===== src/sv/i2a_pkg.sv =====
package i2a_pkg;

	localparam int VALUE_W        = 64;
	localparam int VALUE_BITS_DEF = 64;
	localparam int CHAR_W         = 7;

	localparam logic [CHAR_W-1:0] CH_ZERO  = 7'h30;
	localparam logic [CHAR_W-1:0] CH_A     = 7'h61;
	localparam logic [CHAR_W-1:0] CH_MINUS = 7'h2d;

	typedef struct packed {
		logic [VALUE_W-1:0] value;
		logic               hex_mode;
		logic               signed_mode;
	} num_t;

	typedef struct packed {
		logic [CHAR_W-1:0] character;
		logic              last;
	} txt_t;

	// per-cycle command shared by every cell of the digit row
	typedef struct packed {
		logic clr;
		logic bit_shift;
		logic dig_shift;
		logic dec;
	} i2a_ctrl_t;

	// decimal digits of 2^bits - 1 (1233/4096 ~ log10(2), exact up to 64 bits)
	function automatic int dec_digits(input int bits);
		return ((bits * 1233) >> 12) + 1;
	endfunction

	function automatic logic [CHAR_W-1:0] digit_char(input logic [3:0] d);
		logic [CHAR_W-1:0] dw;
		dw = {3'b000, d};
		return (d < 4'd10) ? (CH_ZERO + dw) : (CH_A + dw - 7'd10);
	endfunction

endpackage


===== src/sv/i2a_cell.sv =====
module i2a_cell (
	input  logic                clk,
	input  i2a_pkg::i2a_ctrl_t  ctrl,
	input  logic                bit_in,
	input  logic [3:0]          digit_in,
	output logic                bit_out,
	output logic [3:0]          digit_out
);
	import i2a_pkg::*;

	logic [3:0] digit_q;
	logic [3:0] corr;

	// shift-and-add-3 correction only in base ten; in base sixteen the cell is a plain nibble
	always_comb begin
		corr = (ctrl.dec && (digit_q >= 4'd5)) ? (digit_q + 4'd3) : digit_q;
	end

	assign bit_out   = corr[3];
	assign digit_out = digit_q;

	always_ff @(posedge clk) begin
		if (ctrl.clr) begin
			digit_q <= 4'd0;
		end else if (ctrl.bit_shift) begin
			digit_q <= {corr[2:0], bit_in};
		end else if (ctrl.dig_shift) begin
			digit_q <= digit_in;
		end
	end

endmodule


===== src/sv/i2a_chain.sv =====
module i2a_chain #(
	parameter int NDIG = 20
) (
	input  logic               clk,
	input  i2a_pkg::i2a_ctrl_t ctrl,
	input  logic               bit_in,
	output logic [3:0]         top_digit
);
	import i2a_pkg::*;

	logic [NDIG:0]      bit_c;
	logic [3:0]         dig_c [NDIG+1];

	assign bit_c[0] = bit_in;
	assign dig_c[0] = 4'd0;

	// bits ripple upwards during conversion, digits move up one cell per dropped zero or output digit
	for (genvar i = 0; i < NDIG; i++) begin : g_cell
		i2a_cell u_cell (
			.clk       (clk),
			.ctrl      (ctrl),
			.bit_in    (bit_c[i]),
			.digit_in  (dig_c[i]),
			.bit_out   (bit_c[i+1]),
			.digit_out (dig_c[i+1])
		);
	end

	assign top_digit = dig_c[NDIG];

`ifndef SYNTHESIS
	a_no_overflow: assert property (@(posedge clk) ctrl.bit_shift |-> !bit_c[NDIG])
		else $error("digit row overflowed during conversion");
`endif

endmodule


===== src/sv/integer_to_ascii_digits_unit.sv =====
// Integer to ASCII text converter.
// Input channel num (num_valid/num_ready): one 64-bit value with hex_mode and
// signed_mode flags; only the low VALUE_BITS bits are used.
// Output channel txt (txt_valid/txt_ready): one ASCII character per transaction,
// most significant digit first, lower-case hex, a leading '-' for negative
// signed values, last set on the final character. Zero gives a single '0'.
// Steps per value: take it, shift its VALUE_BITS bits one at a time through the
// row of digit cells (shift-and-add-3 in base ten), drop leading zero digits (up
// to dec_digits(VALUE_BITS)-1), then emit one character at a time. Dropped zeros
// and digits always add up to dec_digits(VALUE_BITS).
// A new value is taken once the last character sits in the output register,
// so the next conversion overlaps with the receiver taking that character.
// When txt_ready is low the current character holds and emission pauses.
// Reset clears the controller and the output valid; no clearing pass is needed.
module integer_to_ascii_digits_unit #(
	parameter int VALUE_BITS = i2a_pkg::VALUE_BITS_DEF
) (
	input  logic          clk,
	input  logic          arst_n,
	input  logic          num_valid,
	output logic          num_ready,
	input  i2a_pkg::num_t num,
	output logic          txt_valid,
	input  logic          txt_ready,
	output i2a_pkg::txt_t txt
);
	import i2a_pkg::*;

	localparam int NDIG = dec_digits(VALUE_BITS);
	localparam int BCW  = $clog2(VALUE_BITS);
	localparam int RCW  = $clog2(NDIG + 1);

	typedef enum logic [3:0] {
		ST_IDLE = 4'b0001,
		ST_CONV = 4'b0010,
		ST_SKIP = 4'b0100,
		ST_EMIT = 4'b1000
	} state_t;

	state_t                 state_q, state_d;
	logic [VALUE_BITS-1:0]  mag_q;
	logic [BCW-1:0]         bcnt_q;
	logic [RCW-1:0]         rem_q;
	logic                   neg_q;
	logic                   dec_q;
	txt_t                   txt_q, txt_d;
	logic                   txt_valid_q;

	logic [VALUE_BITS-1:0]  raw;
	logic [VALUE_BITS-1:0]  mag_in;
	logic                   is_neg;
	logic                   accept;
	logic                   out_free;
	logic                   load;
	i2a_ctrl_t              ctrl;
	logic [3:0]             top_digit;

	assign raw      = num.value[VALUE_BITS-1:0];
	assign is_neg   = num.signed_mode & raw[VALUE_BITS-1];
	assign mag_in   = is_neg ? (~raw + VALUE_BITS'(1)) : raw;
	assign num_ready = (state_q == ST_IDLE);
	assign accept   = num_valid && num_ready;
	assign out_free = !txt_valid_q || txt_ready;

	always_comb begin
		state_d        = state_q;
		ctrl.clr       = 1'b0;
		ctrl.bit_shift = 1'b0;
		ctrl.dig_shift = 1'b0;
		ctrl.dec       = dec_q;
		load           = 1'b0;
		txt_d          = txt_q;
		case (state_q)
			ST_IDLE: begin
				if (accept) begin
					ctrl.clr = 1'b1;
					state_d  = ST_CONV;
				end
			end
			ST_CONV: begin
				ctrl.bit_shift = 1'b1;
				if (bcnt_q == BCW'(VALUE_BITS - 1)) begin
					state_d = ST_SKIP;
				end
			end
			ST_SKIP: begin
				// drop leading zeros, always keeping the units digit
				if ((top_digit == 4'd0) && (rem_q > RCW'(1))) begin
					ctrl.dig_shift = 1'b1;
				end else begin
					state_d = ST_EMIT;
				end
			end
			ST_EMIT: begin
				if (out_free) begin
					load = 1'b1;
					if (neg_q) begin
						txt_d.character = CH_MINUS;
						txt_d.last      = 1'b0;
					end else begin
						txt_d.character = digit_char(top_digit);
						txt_d.last      = (rem_q == RCW'(1));
						ctrl.dig_shift  = 1'b1;
						if (rem_q == RCW'(1)) begin
							state_d = ST_IDLE;
						end
					end
				end
			end
			default: begin
				state_d = ST_IDLE;
			end
		endcase
	end

	always_ff @(posedge clk or negedge arst_n) begin
		if (!arst_n) begin
			state_q     <= ST_IDLE;
			txt_valid_q <= 1'b0;
			neg_q       <= 1'b0;
			dec_q       <= 1'b0;
			bcnt_q      <= '0;
			rem_q       <= '0;
		end else begin
			state_q <= state_d;
			if (load) begin
				txt_valid_q <= 1'b1;
			end else if (txt_ready) begin
				txt_valid_q <= 1'b0;
			end
			if (accept) begin
				neg_q  <= is_neg;
				dec_q  <= !num.hex_mode;
				bcnt_q <= '0;
				rem_q  <= RCW'(NDIG);
			end else begin
				if (ctrl.bit_shift) begin
					bcnt_q <= bcnt_q + BCW'(1);
				end
				if (ctrl.dig_shift) begin
					rem_q <= rem_q - RCW'(1);
				end
				if (load && neg_q) begin
					neg_q <= 1'b0;
				end
			end
		end
	end

	always_ff @(posedge clk) begin
		if (accept) begin
			mag_q <= mag_in;
		end else if (ctrl.bit_shift) begin
			mag_q <= {mag_q[VALUE_BITS-2:0], 1'b0};
		end
		if (load) begin
			txt_q <= txt_d;
		end
	end

	i2a_chain #(
		.NDIG (NDIG)
	) u_chain (
		.clk       (clk),
		.ctrl      (ctrl),
		.bit_in    (mag_q[VALUE_BITS-1]),
		.top_digit (top_digit)
	);

	assign txt_valid = txt_valid_q;
	assign txt       = txt_q;

`ifndef SYNTHESIS
	a_load_in_emit: assert property (@(posedge clk) disable iff (!arst_n)
		$rose(txt_valid_q) |-> $past(state_q == ST_EMIT))
		else $error("character loaded outside emission");
	a_rem_nonzero: assert property (@(posedge clk) disable iff (!arst_n)
		(state_q == ST_EMIT) |-> (rem_q != '0))
		else $error("no digits left while emitting");
	a_sign_done: assert property (@(posedge clk) disable iff (!arst_n)
		num_ready |-> !neg_q)
		else $error("minus sign pending while idle");
	a_last_idle: assert property (@(posedge clk) disable iff (!arst_n)
		(load && txt_d.last) |=> (state_q == ST_IDLE))
		else $error("final character did not end the transaction sequence");
`endif

endmodule


===== config.mk =====
export PLATFORM = sky130hd
export DESIGN_NAME = integer_to_ascii_digits_unit
export DESIGN_NICKNAME = d
export VERILOG_FILES = /design/src/sv/i2a_pkg.sv /design/src/sv/i2a_cell.sv /design/src/sv/i2a_chain.sv /design/src/sv/integer_to_ascii_digits_unit.sv
export SDC_FILE = /design/constraint.sdc
export NUM_CORES = 1
export LEC_CHECK = 0
export BUFFER_PORTS_ARGS = -buffer_cell sky130_fd_sc_hd__buf_2
export CORE_MARGIN = 3
export CORE_UTILIZATION = 33
export CTS_CLUSTER_SIZE = 28
export DETAILED_ROUTE_END_ITERATION = 7
export SYNTH_ARGS = -nofsm -noshare
export SYNTH_HDL_FRONTEND = slang
export SYNTH_HIERARCHICAL = 1
export SYNTH_SLANG_ARGS = --single-unit

===== constraint.sdc =====
create_clock -name clk -period 18.2 [get_ports clk]
set_input_delay 5.46 -clock clk [delete_from_list [all_inputs] [get_ports clk]]
set_output_delay 5.46 -clock clk [all_outputs]
set_load 0.01 [all_outputs]

==> impl_metrics.json, run 1 <==
{
  "outcome": "complete, no violations",
  "core_area_um2": 32900,
  "cp_top_family": "simple AND/OR/NAND/NOR gates",
  "grt_pass1_vias": 8657,
  "grt_pass1_wl_mm": 42.5,
  "overflow": 0,
  "timing.final.crit_share": 0.435,
  "worst-setup-path-type": "input pin to register",
  "cp_data_arrival_time_ps": 8070,
  "met3_length_mm": 1.06,
  "rsz0062_at_grt": "no",
  "fp.dieArea_um2": 36100,
  "clk_latency_ps": 430,
  "drive_gt1_frac": 0.138,
  "cts_resized": 0,
  "clockBufferDepth": 2,
  "vias": 9313,
  "cp.required_ps": 18350,
  "tns_ps": 0,
  "pin_count": 80,
  "setup_violations": 0,
  "die_y_um": 190,
  "cts_root_buffer": "clkbuf_16",
  "nNetsFinal": 1412,
  "wire_per_inst_um": 14.5,
  "fmax_ghz": 0.126,
  "leakage_nw": 4.43,
  "cp_max_fo": 19,
  "cts_setup_buffers": 0,
  "routed_wirelength_mm": 25.5,
  "power.density_nw_per_um2": 140,
  "drtIter0Drc": 620,
  "relSlewSlack": 0.410,
  "tightest_slew_ps": 880,
  "synthesis.area_um2": 11200,
  "cts_buffers": 17,
  "max_cap_violations": 0,
  "fin_skew_ps": 11.0,
  "place_congestion": 0.817,
  "final_max_slew_viol_count": 0,
  "p_total_mw": 1.77,
  "maxUsedRoutingLayer": "met4",
  "grt_usage": 0.139,
  "clkSlewWorstSetupHoldPaths_ps": 60,
  "fin_area_um2": 12600,
  "cts_tree": "done",
  "startpoint_type": "input pin",
  "n_fill_cell": 3263,
  "route.met2.wl_mm": 11.8,
  "ant_nets": 0,
  "hold_viol": 0,
  "drt-vias-per-instance": 5.32,
  "worstPathCellList": "buf_2, inv_1, ha_1, or3b_2, or4_1, nor3_4, a41oi_1, xnor2_1, o21ai_0",
  "dr.pass1.iters": 5,
  "hold_buffers": 0,
  "syn_avg_cell_area_um2": 9.05,
  "fin_crit_ps": 7920,
  "antenna_found_initial": 0,
  "cpMaxStageDelayCell": "nor3_4",
  "start_util": 0.339,
  "numPortBuffers": 79,
  "grt_max_degree": 88,
  "dpl-instance-area_um2": 12000,
  "whs_ps": 484,
  "syn_inst": 1235,
  "die_w_um": 190,
  "cts_sinks": 170,
  "route.detailed.drc": 0,
  "yosys_warnings": 6,
  "end_kind": "register",
  "ir_worst_vdd_mv": 0.0653,
  "drt-met1-wl_mm": 12.4,
  "cpPeakStageDelay_ps": 680,
  "htreeDepth": 4,
  "path_buf_inv": 2,
  "fp-row-count": 66,
  "hold_path.class": "register to register",
  "hpwl_mm": 16.8,
  "syn2layout_area_growth_pct": 12.5,
  "antenna_cells": 0
}
-- layer usage --
layer,vias to the layer above,global-route usage
met1,4408,0.193
met3,15,0.0302
met5,-,0
li1,4733,-
met4,0,0.0279
met2,157,0.226
-- cell usage in the layout (no fill, tap or decap), drive strengths merged, types with 5 or more instances in the layout --
| cell | n |
|---|---|
| or4 | 30 |
| buf | 88 |
| nor3 | 38 |
| o311ai | 20 |
| o2111ai | 21 |
| a311oi | 21 |
| a41oi | 7 |
| o21ai | 180 |
| mux2i | 40 |
| nand2b | 24 |
| a211oi | 23 |
| xnor2 | 38 |
| or3 | 27 |
| ha | 46 |
| nand2 | 86 |
| inv | 96 |
| edfxtp | 72 |
| nor3b | 22 |
| nor2b | 20 |
| dfrtp | 17 |
| nand3 | 7 |
| conb | 5 |
| clkbuf | 21 |
| mux2 | 40 |
| xor2 | 48 |
| nor4 | 12 |
| nor2 | 61 |
| dfxtp | 80 |
| clkinv | 7 |
| a21oi | 18 |
| a31oi | 40 |
| o31ai | 5 |
| or4b | 21 |
-- registers in the layout (all words and copies together), names as in the netlist --
name and flops:
txt_valid 1, u_chain/g_cell.u_cell/digit_out 80, dec_q 1, mag_q 64
bcnt_q 6, rem_q 5, neg_q 1, txt 8
state_q 4
-- power by group --
part / total [mW] / switching [mW] / internal [mW]
sequential: 0.718 / 0.115 / 0.603
combinational: 0.696 / 0.429 / 0.267
clock: 0.354 / 0.158 / 0.195
total: 1.77 / 0.702 / 1.07
-- worst reg2reg max path: stages (launching register included) --
cell	delay, ps
dfrtp_1	410
or4b_2	710
nand2b_1	230
o21ai_4	130
buf_4	560
buf_4	710
mux2_2	420
o21ai_0	170
a31oi_1	60
-- cell type report --
type	instances	area, um2	share of cell area
multi-input cells	927	6430	0.511
clock buffers	21	492	0.0391
well taps	442	553	0.0440
clock inverters	11	81.3	0.00646
repair buffers	88	463	0.0368
inverters	92	349	0.0277
flip-flops and latches	170	4220	0.335
-- through the flow --
stage               utilization  cells  setup WS, ps
finish                    0.382   1751         10280
floorplan                     -   1238          7020
CTS                       0.382   1751         10280
global route              0.382   1751         10080
global placement          0.364   1719          9810
detailed placement        0.364   1719          9820
-- worst paths after layout --
check	cells after the start	from	end	slack [ps]
setup / recovery	9	num[2]	mag_q[40]	10280
hold / removal	2	dec_q	dec_q	480
setup reg to reg	8	state_q[1]	u_chain/g_cell[3].u_cell/digit_out[1]	14640
hold reg to reg	2	dec_q	dec_q	480
max in group asynchronous	1	arst_n	state_q[0]	12920
min in group asynchronous	1	arst_n	rem_q[1]	4960
Power figures use the tool's default switching activity.
==> inputs of run 2 (changes only) <==
Clock period 18.2 ns to 8 ns, I/O delays scaled along.
==> run 2 against run 1 <==
Flip-flop and latch count stayed put. Clock power increased by 140%. Critical path depth unchanged. First-iteration DRC count decreased by 10%. Die area stayed put. Power up 130%. Global-route usage rose by 0.33 points. Core utilization increased by 0.13 points. Final area rose by 0.33%. Clock skew increased by 2.3 ps. Hold slack improved by 4.5 ps. Combinational power increased by 130%. Critical endpoint unchanged. Largest power group unchanged.
==> impl_metrics.json, run 2 (synthesis gave the netlist of run 1 again) <==
{
  "ant_nets": 0,
  "rsz0062_at_grt": "no",
  "relSlewSlack": 0.334,
  "grt_max_degree": 92,
  "grt_pass1_wl_mm": 43.4,
  "grt_usage": 0.143,
  "setup_violations": 0,
  "die_w_um": 190,
  "final_max_slew_viol_count": 0,
  "tightest_slew_ps": 996,
  "hpwl_mm": 17.2,
  "clkSlewWorstSetupHoldPaths_ps": 70,
  "p_total_mw": 4.07,
  "wire_per_inst_um": 14.6,
  "vias": 9310,
  "p_int_mw": 2.46,
  "leakage_nw": 4.44,
  "tns_ps": 0,
  "power.density_nw_per_um2": 322,
  "fin_area_um2": 12600,
  "startpoint_type": "input pin",
  "p_switching_mw": 1.61,
  "routed_wirelength_mm": 25.6,
  "cpPeakStageDelay_ps": 710,
  "fp-row-count": 66,
  "r2r_setup_slack_ps": 4390,
  "cts_root_buffer": "clkbuf_16",
  "syn2layout_area_growth_pct": 12.9,
  "pin_count": 80,
  "cp_top_family": "simple AND/OR/NAND/NOR gates",
  "drtIter0Drc": 555,
  "hold_buffers": 0,
  "outcome": "complete, no violations",
  "largest_reg_flops": 80,
  "cp_data_arrival_time_ps": 5110,
  "path_buf_inv": 2,
  "clk_latency_ps": 440,
  "worst-setup-path-type": "input pin to register",
  "layout_common_cells": "168 x o21ai_0, 90 x inv_1, 84 x nand2_1",
  "fin_crit_ps": 4970,
  "fmax_ghz": 0.201,
  "core_area_um2": 32900,
  "drive_gt1_frac": 0.137,
  "hold_viol": 0,
  "fp.dieArea_um2": 36100,
  "max_cap_violations": 0,
  "cts_sinks": 170,
  "end_kind": "register",
  "cpMaxStageDelayCell": "nor3_4",
  "cts_setup_buffers": 0,
  "hold_path.class": "register to register",
  "timing.final.crit_share": 0.621,
  "cp_max_fo": 19,
  "worstPathCellList": "buf_2, inv_1, ha_1, or3b_2, or4_1, nor3_4, a41oi_1, xnor2_1, o21ai_0",
  "start_util": 0.339,
  "grt_pass1_vias": 8783,
  "ir_worst_vdd_mv": 0.179,
  "numPortBuffers": 79,
  "n_fill_cell": 3303,
  "cts_buffers": 17,
  "drt-vias-per-instance": 5.31,
  "antenna_found_initial": 0,
  "clkPwrFrac": 0.209,
  "overflow": 0,
  "place_congestion": 0.778,
  "antenna_cells": 0,
  "dpl-instance-area_um2": 12000,
  "clockBufferDepth": 2,
  "htreeDepth": 4,
  "nNetsFinal": 1413,
  "seq_power_share": 0.403,
  "cts_resized": 0,
  "die_y_um": 190,
  "final_common_cell": "o21ai_0",
  "cp.required_ps": 8150,
  "fin_skew_ps": 13.3,
  "switching_share": 0.395,
  "cts_tree": "done",
  "comb_power_share": 0.389,
  "dr.pass1.iters": 5,
  "route.detailed.drc": 0
}
-- run 2: cell types whose count changed in the layout (fill, tap and decap cells not counted), sizes merged --
cell	previous run	this run
clkinv	7	4
clkbuf	21	23
inv	96	94
clkinvlp	0	3
buf	88	89
-- run 2: worst register-to-register path, stage by stage (launching register included) --
cell and delay [ps]:
dfrtp_1 420, or4b_2 730, nand2b_1 260, o21ai_4 800, buf_4 610, mux2_2 420
o21ai_0 170, a31oi_1 60
-- run 2: final cells by class --
type | count | area [um2] | share of cell area
Clock buffer | 23 | 533 | 0.0422
Clock inverter | 9 | 73.8 | 0.00585
Inverter | 92 | 349 | 0.0277
Multi-Input combinational cell | 927 | 6430 | 0.509
Sequential cell | 170 | 4220 | 0.334
Tap cell | 442 | 553 | 0.0438
Timing Repair Buffer | 89 | 470 | 0.0373
-- run 2: routing by layer --
layer  global-route usage  share of wire  vias to the layer above  routed length, um
li1                     -              -                     4727                  -
met1                0.192           0.48                     4418              12400
met2                0.233           0.47                      148              11900
met3               0.0295          0.038                       17                976
met4               0.0395          0.010                        0                261
met5                    0              0                        -                  0
-- run 2: metrics by stage --
stage           util  cells  worst slack [ps]  hold WS (ps)
3_3_place_gp   0.365   1720              2690           462
5_1_grt        0.383   1752              2840           516
2_1_floorplan      -   1238              1870           456
3_5_place_dp   0.365   1720              2610           491
4_1_cts        0.383   1752              3040           499
6_report       0.383   1752              3030           488
-- run 2: worst paths after layout --
check / from / endpoint / cells after the start
hold reg to reg: mag_q[63] / u_chain/g_cell[0].u_cell/digit_out[0] / 2
setup / recovery: num[2] / mag_q[40] / 9
setup reg to reg: state_q[1] / u_chain/g_cell[2].u_cell/digit_out[1] / 7
max in group asynchronous: arst_n / state_q[0] / 1
hold / removal: mag_q[63] / u_chain/g_cell[0].u_cell/digit_out[0] / 2
min in group asynchronous: arst_n / rem_q[2] / 1
-- run 2: power groups by stage --
stage                     clock [mW]  combinational [mW]  sequential [mW]
after floorplan                    0                1.25             1.58
after global placement             0                1.55             1.64
after detailed placement           0                1.59             1.66
after CTS                      0.873                1.60             1.64
after global routing           0.909                1.83             1.70
final                          0.848                1.58             1.64
